[src/rtl/core/lcd_multiplex_scan_driver_core_defines.svh]
// Assertion macros shared by the LCD scan driver RTL.
`ifndef LCD_MULTIPLEX_SCAN_DRIVER_CORE_DEFINES_SVH
`define LCD_MULTIPLEX_SCAN_DRIVER_CORE_DEFINES_SVH

// Check that a condition holds at every clock edge outside reset.
`define LMSD_ASSERT_ALWAYS(lbl, clk, rst, cond, msg) \
   lbl: assert property (@(posedge clk) disable iff (rst) (cond)) else $error(msg);

// Check that a condition in one cycle implies a result in the next cycle.
`define LMSD_ASSERT_NEXT(lbl, clk, rst, ante, cons, msg) \
   lbl: assert property (@(posedge clk) disable iff (rst) (ante) |=> (cons)) \
      else $error(msg);

`endif

[src/rtl/core/lmsd_pkg.sv]
// Types, constants and segment encoding functions for the LCD scan driver.
package lmsd_pkg;

   localparam logic [2:0] MODE_TEMP     = 3'd0;
   localparam logic [2:0] MODE_SETPOINT = 3'd1;
   localparam logic [2:0] MODE_CO       = 3'd2;
   localparam logic [2:0] MODE_PAIRING  = 3'd3;
   localparam logic [2:0] MODE_HOLD     = 3'd4;

   localparam logic [1:0] LAST_COMMON = 2'd3;

   localparam logic [6:0] SEG_A = 7'h01;
   localparam logic [6:0] SEG_B = 7'h02;
   localparam logic [6:0] SEG_C = 7'h04;
   localparam logic [6:0] SEG_D = 7'h08;
   localparam logic [6:0] SEG_E = 7'h10;
   localparam logic [6:0] SEG_F = 7'h20;
   localparam logic [6:0] SEG_G = 7'h40;

   typedef struct packed {
      logic [2:0] display_mode;
      logic       blink_on;
      logic [6:0] setpoint;
      logic [9:0] temp_tenths;
      logic       resync;
   } req_type;

   typedef struct packed {
      logic [3:0] com_enable;
      logic [3:0] com_level;
      logic [3:0] seg_enable;
      logic [3:0] seg_level;
      logic [1:0] active_common;
      logic       drive_phase;
   } rsp_type;

   // Scan position handed from the scan counter to the pipeline.
   typedef struct packed {
      logic [1:0] common;
      logic       phase;
   } scan_type;

   // Quotient by ten for values up to 1028: multiply by 205/2048.
   function automatic logic [6:0] div10(input logic [10:0] x);
      logic [18:0] prod;
      prod = {8'd0, x} * 19'd205;
      return prod[17:11];
   endfunction

   // Seven-segment mask of one digit; codes above nine are blank.
   function automatic logic [6:0] digit_mask(input logic [6:0] d);
      logic [6:0] m;
      unique case (d)
         7'd0:    m = SEG_A | SEG_B | SEG_C | SEG_D | SEG_E | SEG_F;
         7'd1:    m = SEG_B | SEG_C;
         7'd2:    m = SEG_A | SEG_B | SEG_D | SEG_E | SEG_G;
         7'd3:    m = SEG_A | SEG_B | SEG_C | SEG_D | SEG_G;
         7'd4:    m = SEG_B | SEG_C | SEG_F | SEG_G;
         7'd5:    m = SEG_A | SEG_C | SEG_D | SEG_F | SEG_G;
         7'd6:    m = SEG_A | SEG_C | SEG_D | SEG_E | SEG_F | SEG_G;
         7'd7:    m = SEG_A | SEG_B | SEG_C;
         7'd8:    m = SEG_A | SEG_B | SEG_C | SEG_D | SEG_E | SEG_F | SEG_G;
         7'd9:    m = SEG_A | SEG_B | SEG_C | SEG_D | SEG_F | SEG_G;
         default: m = 7'h00;
      endcase
      return m;
   endfunction

   // Map a digit pair onto the four segment pins of one common.
   function automatic logic [3:0] pair_pins(input logic [1:0] com, input logic [6:0] l,
                                            input logic [6:0] r, input logic degree);
      logic [3:0] p;
      unique case (com)
         2'd0:    p = {1'b0, |(r & SEG_A), degree, |(l & SEG_A)};
         2'd1:    p = {|(r & SEG_B), |(r & SEG_F), |(l & SEG_B), |(l & SEG_F)};
         2'd2:    p = {|(r & SEG_G), |(r & SEG_E), |(l & SEG_G), |(l & SEG_E)};
         default: p = {|(r & SEG_C), |(r & SEG_D), |(l & SEG_C), |(l & SEG_D)};
      endcase
      return p;
   endfunction

   // Fixed "P" pattern per common.
   function automatic logic [3:0] pat_p(input logic [1:0] com);
      logic [3:0] p;
      unique case (com)
         2'd0:    p = 4'h1;
         2'd1:    p = 4'h3;
         2'd2:    p = 4'h3;
         default: p = 4'h0;
      endcase
      return p;
   endfunction

   // Fixed "CO" pattern per common.
   function automatic logic [3:0] pat_co(input logic [1:0] com);
      return com[0] ? 4'hD : 4'h5;
   endfunction

endpackage

[src/rtl/core/lmsd_scan_ctrl.sv]
// Scan position counter: active common and drive phase.
module lmsd_scan_ctrl
   import lmsd_pkg::*;
(
   input  logic     clock,
   input  logic     reset,
   input  logic     advance,
   input  logic     resync,
   output scan_type scan
);

   logic [1:0] common_ff, common_in;
   logic       phase_ff, phase_in;

   // Apply resync before this transaction, then step to the next common.
   always_comb begin
      scan.common = resync ? 2'd0 : common_ff;
      scan.phase  = resync ? 1'b0 : phase_ff;
      common_in   = common_ff;
      phase_in    = phase_ff;
      if (advance) begin
         if (scan.common == LAST_COMMON) begin
            common_in = 2'd0;
            phase_in  = ~scan.phase;
         end else begin
            common_in = scan.common + 2'd1;
            phase_in  = scan.phase;
         end
      end
   end

   always_ff @(posedge clock) begin
      if (reset) begin
         common_ff <= 2'd0;
         phase_ff  <= 1'b0;
      end else begin
         common_ff <= common_in;
         phase_ff  <= phase_in;
      end
   end

endmodule

[src/rtl/core/lmsd_seg_encode.sv]
// Segment pattern and pin drive levels for one scan tick.
module lmsd_seg_encode
   import lmsd_pkg::*;
(
   input  req_type  item,
   input  scan_type scan,
   output rsp_type  result
);

   logic [10:0] temp_round;
   logic [6:0]  temp_whole;
   logic [6:0]  temp_tens;
   logic [6:0]  temp_tens_x10;
   logic [6:0]  temp_units;
   logic [6:0]  sp_tens;
   logic [6:0]  sp_tens_x10;
   logic [6:0]  sp_units;
   logic [3:0]  seg;
   logic [3:0]  com_en;

   // Split temperature and setpoint into decimal digits.
   always_comb begin
      temp_round    = {1'b0, item.temp_tenths} + 11'd5;
      temp_whole    = div10(temp_round);
      temp_tens     = div10({4'd0, temp_whole});
      temp_tens_x10 = temp_tens * 7'd10;
      temp_units    = temp_whole - temp_tens_x10;
      sp_tens       = div10({4'd0, item.setpoint});
      sp_tens_x10   = sp_tens * 7'd10;
      sp_units      = item.setpoint - sp_tens_x10;
   end

   // Select the segment pins for the display mode.
   always_comb begin
      priority case (item.display_mode)
         MODE_PAIRING:  seg = pat_p(scan.common);
         MODE_CO:       seg = item.blink_on ? pat_co(scan.common) : 4'h0;
         MODE_HOLD:     seg = pair_pins(scan.common, digit_mask(7'd9), digit_mask(7'd9),
                                        1'b0);
         MODE_SETPOINT: seg = item.blink_on ?
                              pair_pins(scan.common, digit_mask(sp_tens),
                                        digit_mask(sp_units), 1'b0) : 4'h0;
         default:       seg = pair_pins(scan.common, digit_mask(temp_tens),
                                        digit_mask(temp_units), 1'b1);
      endcase
   end

   // Drive levels: common at the phase, lit segments at its inverse.
   always_comb begin
      com_en               = 4'b0001 << scan.common;
      result.com_enable    = com_en;
      result.com_level     = scan.phase ? com_en : 4'h0;
      result.seg_enable    = seg;
      result.seg_level     = scan.phase ? 4'h0 : seg;
      result.active_common = scan.common;
      result.drive_phase   = scan.phase;
   end

endmodule

[src/rtl/core/lcd_multiplex_scan_driver_core.sv]
// Top level of the multiplexed four-common LCD scan driver.
// Registered path from request transaction to response valid: input register, then result register.
// Throughput: one transaction per cycle; a response stall holds off requests only when both stages are full.
// The scan counter advances at request acceptance, so a stall never reorders commons.
// Reset (synchronous, active high) clears both stage valids, common index and phase.
`include "lcd_multiplex_scan_driver_core_defines.svh"
module lcd_multiplex_scan_driver_core
   import lmsd_pkg::*;
(
   input  logic    clock,
   input  logic    reset,
   input  logic    req_valid,
   output logic    req_stall,
   input  req_type req_data,
   output logic    rsp_valid,
   input  logic    rsp_stall,
   output rsp_type rsp_data
);

   logic     req_accept;
   logic     s1_move;
   scan_type scan_now;
   rsp_type  s1_result;

   logic     s1_valid_ff, s1_valid_in;
   req_type  s1_item_ff;
   scan_type s1_scan_ff;
   logic     out_valid_ff, out_valid_in;
   rsp_type  out_data_ff;

   // Handshake: each stage moves when the stage after it is free or draining.
   assign s1_move    = s1_valid_ff && (!out_valid_ff || !rsp_stall);
   assign req_stall  = s1_valid_ff && !s1_move;
   assign req_accept = req_valid && !req_stall;

   lmsd_scan_ctrl u_scan (
      .clock   (clock),
      .reset   (reset),
      .advance (req_accept),
      .resync  (req_data.resync),
      .scan    (scan_now)
   );

   lmsd_seg_encode u_encode (
      .item   (s1_item_ff),
      .scan   (s1_scan_ff),
      .result (s1_result)
   );

   // Track stage occupancy.
   always_comb begin
      s1_valid_in  = req_accept || (s1_valid_ff && !s1_move);
      out_valid_in = s1_move || (out_valid_ff && rsp_stall);
   end

   always_ff @(posedge clock) begin
      if (reset) begin
         s1_valid_ff  <= 1'b0;
         out_valid_ff <= 1'b0;
      end else begin
         s1_valid_ff  <= s1_valid_in;
         out_valid_ff <= out_valid_in;
      end
   end

   // Capture the item with its scan position, then the finished result.
   always_ff @(posedge clock) begin
      if (req_accept) begin
         s1_item_ff <= req_data;
         s1_scan_ff <= scan_now;
      end
      if (s1_move) begin
         out_data_ff <= s1_result;
      end
   end

   assign rsp_valid = out_valid_ff;
   assign rsp_data  = out_data_ff;

   `LMSD_ASSERT_ALWAYS(a_com_onehot, clock, reset,
      !rsp_valid || $onehot(rsp_data.com_enable), "com_enable not one-hot")
   `LMSD_ASSERT_ALWAYS(a_seg_phase, clock, reset,
      !rsp_valid || (rsp_data.drive_phase ? (rsp_data.seg_level == 4'h0)
                                          : (rsp_data.seg_level == rsp_data.seg_enable)),
      "segment level does not follow drive phase")
   `LMSD_ASSERT_NEXT(a_resync_zero, clock, reset,
      req_accept && req_data.resync,
      s1_valid_ff && (s1_scan_ff.common == 2'd0) && !s1_scan_ff.phase,
      "resync did not clear scan position")
   `LMSD_ASSERT_ALWAYS(a_stall_cause, clock, reset,
      !req_stall || (s1_valid_ff && out_valid_ff && rsp_stall),
      "request stalled without a full pipeline")

endmodule

[config.mk]
export PLATFORM = sky130hd
export DESIGN_NAME = lcd_multiplex_scan_driver_core
export DESIGN_NICKNAME = d
export VERILOG_FILES = /design/src/rtl/core/lmsd_pkg.sv /design/src/rtl/core/lmsd_scan_ctrl.sv /design/src/rtl/core/lmsd_seg_encode.sv /design/src/rtl/core/lcd_multiplex_scan_driver_core.sv
export VERILOG_INCLUDE_DIRS = /design/src /design/src/rtl/core
export SDC_FILE = /design/constraint.sdc
export NUM_CORES = 1
export LEC_CHECK = 0
export ABC_AREA = 1
export ABC_CLOCK_PERIOD_IN_PS = 8700
export BUFFER_PORTS_ARGS = -buffer_cell sky130_fd_sc_hd__buf_2
export CAP_MARGIN = 20
export CORE_UTILIZATION = 35
export CTS_CLUSTER_SIZE = 10
export DETAILED_ROUTE_END_ITERATION = 16
export HOLD_SLACK_MARGIN = 0.05
export PLACE_DENSITY = 0.62
export SLEW_MARGIN = 20
export SYNTH_ARGS = -nofsm -noshare
export SYNTH_HDL_FRONTEND = slang
export SYNTH_SLANG_ARGS = --single-unit
[constraint.sdc]
create_clock -name clock -period 8.7 [get_ports clock]
set_input_delay 1.74 -clock clock [delete_from_list [all_inputs] [get_ports clock]]
set_output_delay 1.74 -clock clock [all_outputs]
set_load 0.05 [all_outputs]
==> flow_metrics.tcl <==
set metrics [dict create \
    cpMostUsedCell "inv_2" \
    die_area_sq_um 20800 \
    cts.clk_slew.worst_paths_ns 0.07 \
    cts_tree "yes" \
    cts_buffers 5 \
    n_antenna_cell 0 \
    hold_path_class "flip-flop to flip-flop" \
    min_period_ns 8.71 \
    cts_sinks 48 \
    start_util 0.361 \
    drt-vias-per-instance 4.67 \
    final_common_cell "inv_1" \
    detail-route-antenna-nets 0 \
    synth.distinct_cells 44 \
    worst-path-buf-inv 13 \
    tightest_slew_ns 1.05 \
    dp_hpwl_microns 12400 \
    synth_mux_area_frac 0 \
    cts-htree-levels 2 \
    post_drt_wl_per_cell_microns 12.5 \
    syn_nets 1082 \
    crit_family "adder cells" \
    arrival_ns 8.86 \
    grt_pass1_wl_microns 25500 \
    grt_max_degree 29 \
    port_buffers 46 \
    core_sq_um 19700 \
    synth-edff-count 43 \
    period_share 1.00 \
    final_cell_mix "inv_1 (155), nand2_1 (135), ha_1 (131)" \
    area_delta_synth_final_pct 31.1 \
    setup_viol 1 \
    synth_xor_area_frac 0.0410 \
    synth_cells 862 \
    ys_ff_latch 48 \
    fin_cells 1273 \
    timing.rr.start "s1_item_ff[1]" \
    tns_ns -0.0117 \
    track_usage 0.152 \
    first_iter_violations 244 \
    max_stage_delay_ns 0.55 \
    startpoint_type "flip-flop" \
    antenna_found_initial 0 \
    r2r_setup_slack_ns -0.01 \
    critPathLaunch "s1_item_ff[1]" \
    synth_top_family_by_area "adder cells" \
    slew_headroom 0.298 \
    ioPinCount 47 \
    async_flop_share 0 \
    clock_latency_ns 0.30 \
    grt-ovfl-total 0 \
    whs_ns 0.472 \
    fmaxAchievable_mhz 115 \
    outcome "finished, violations left" \
    rr_endpoint "rsp_data[5]" \
    synth_compound_area_frac 0.0733 \
    rows 51 \
    hold_viol 0 \
    path_class "flip-flop to flip-flop" \
    slowest_stage "fa_1" \
    fin_util 0.473 \
    hold_depth 2 \
    synth_fa_ha_area_frac 0.382 \
    setup_ws_ns -0.0117 \
    drt_first_pass_iters 4 \
    holdPathEnd "u_scan.common_ff[1]" \
    violations "negative setup slack" \
    vias 5945 \
    cp_data_required_time_ns 8.85 \
    drt-total-wl_microns 15900 \
    avgSynthCellArea_sq_um 8.22 \
    crit_fanout 4 \
    clockBufferDepth 2 \
    postCtsHoldBufs 0 \
    cp-end-kind "flip-flop" \
    ys_seq_area_frac 0.196 \
    die-width_microns 144 \
    skew_ns 0.00615 \
    rr_worst_depth 47 \
    grt_pass1_vias 5757 \
    synthSimpleGateAreaFrac 0.206 \
    ys.flop_type "edfxtp_1" \
    cts_root_buf "clkbuf_16" \
    ys.warnings.count 0 \
    maxSlewViolCount 0 \
    syn_area_sq_um 7090 \
    place_congestion 0.863 \
    placed_cells 1239 \
    rsz0062_at_grt "true" \
    worstHoldStart "u_scan.common_ff[1]" \
    drive_gt1_frac 0.321 \
    maxCapViolCount 0 \
    drc 0 \
    final_nets 1227 \
    die_height_microns 144 \
]
[Yosys cell counts (2+ instances only)]
cell type	instances	share of area
inv_1	175	0.093
nand2_1	159	0.084
ha_1	157	0.28
nand3_1	49	0.035
edfxtp_1	43	0.18
a21oi_1	41	0.029
fa_1	37	0.10
nor2_1	37	0.020
xor2_1	21	0.026
nand2_2	20	0.018
o21ai_0	13	0.0092
nand4_1	11	0.0097
inv_2	10	0.0053
xnor2_1	9	0.011
nand3_2	7	0.0099
a211oi_1	6	0.0064
a21o_1	6	0.0064
nand2_4	6	0.0095
nor3_1	6	0.0042
dfxtp_1	5	0.014
o21ai_1	4	0.0028
o21bai_1	4	0.0042
or2_2	4	0.0035
a31oi_1	3	0.0026
nor4_1	3	0.0026
o2111ai_1	3	0.0037
a22oi_1	2	0.0021
clkinv_1	2	0.0011
nor3_2	2	0.0028
o211ai_1	2	0.0021
or2_1	2	0.0018
[sequential cells by signal (all words and copies together), names as in the netlist]
register          cells
s1_scan_ff            3
s1_valid_ff           1
rsp_data             19
rsp_valid             1
s1_item_ff           21
u_scan.common_ff      2
u_scan.phase_ff       1
[through the flow]
stage	setup slack (ns)	area (sq um)
2_1_floorplan	0.0506	7130
3_3_place_gp	-0.146	8200
3_5_place_dp	-0.331	8200
4_1_cts	0.00568	8770
5_1_grt	-0.396	9290
6_report	-0.0117	9290
[tightest hold or removal path: cells and delay by family, from the launching register on]
kind	cells	cell delay (ns)
compound gates	1	0.07
flops	1	0.30
buf+inv	1	0.06
[area by class of cell]
| class | instances | area (sq um) |
|---|---|---|
| repair buffers | 141 | 986 |
| multi-input cells | 624 | 5680 |
| flip-flops and latches | 48 | 1390 |
| inverters | 187 | 708 |
| fillers | 1876 | 10400 |
| clock inverters | 3 | 68.8 |
| well taps | 265 | 332 |
| clock buffers | 5 | 125 |
[what timing repair did]
item,CTS,global route
resized for setup,44,98
endpoints found under the setup margin,4,8
setup buffers,13,13
pin swaps,43,76
hold endpoints to repair,0,0
[how the worst max path moves through the flow]
stage                              to  slack, ns  depth (start not counted)
after global placement    rsp_data[5]      -0.15                         50
final                     rsp_data[5]      -0.01                         47
after detailed placement  rsp_data[5]      -0.33                         50
after CTS                 rsp_data[5]      0.006                         50
after global routing      rsp_data[5]      -0.40                         51
after floorplan           rsp_data[5]       0.05                         48
[per-layer routing]
metal | track usage | up-vias | part of all wire
met1 | 0.198 | 2776 | 0.46
met3 | 0.0156 | 12 | 0.021
met4 | 0.0366 | 0 | 0.0096
met5 | 0 | - | 0
li1 | - | 3082 | -
met2 | 0.269 | 75 | 0.51
[kinds of logic after synthesis]
| logic type | after synthesis |
|---|---|
| fa+ha+maj | 194 |
| flops | 48 |
| simple gates | 311 |
| buf+inv | 190 |
| compound gates | 88 |
| xor+xnor | 31 |
Power is not shown: default switching activity piles up to over one toggle a cycle in this logic, so the estimate is an artifact.
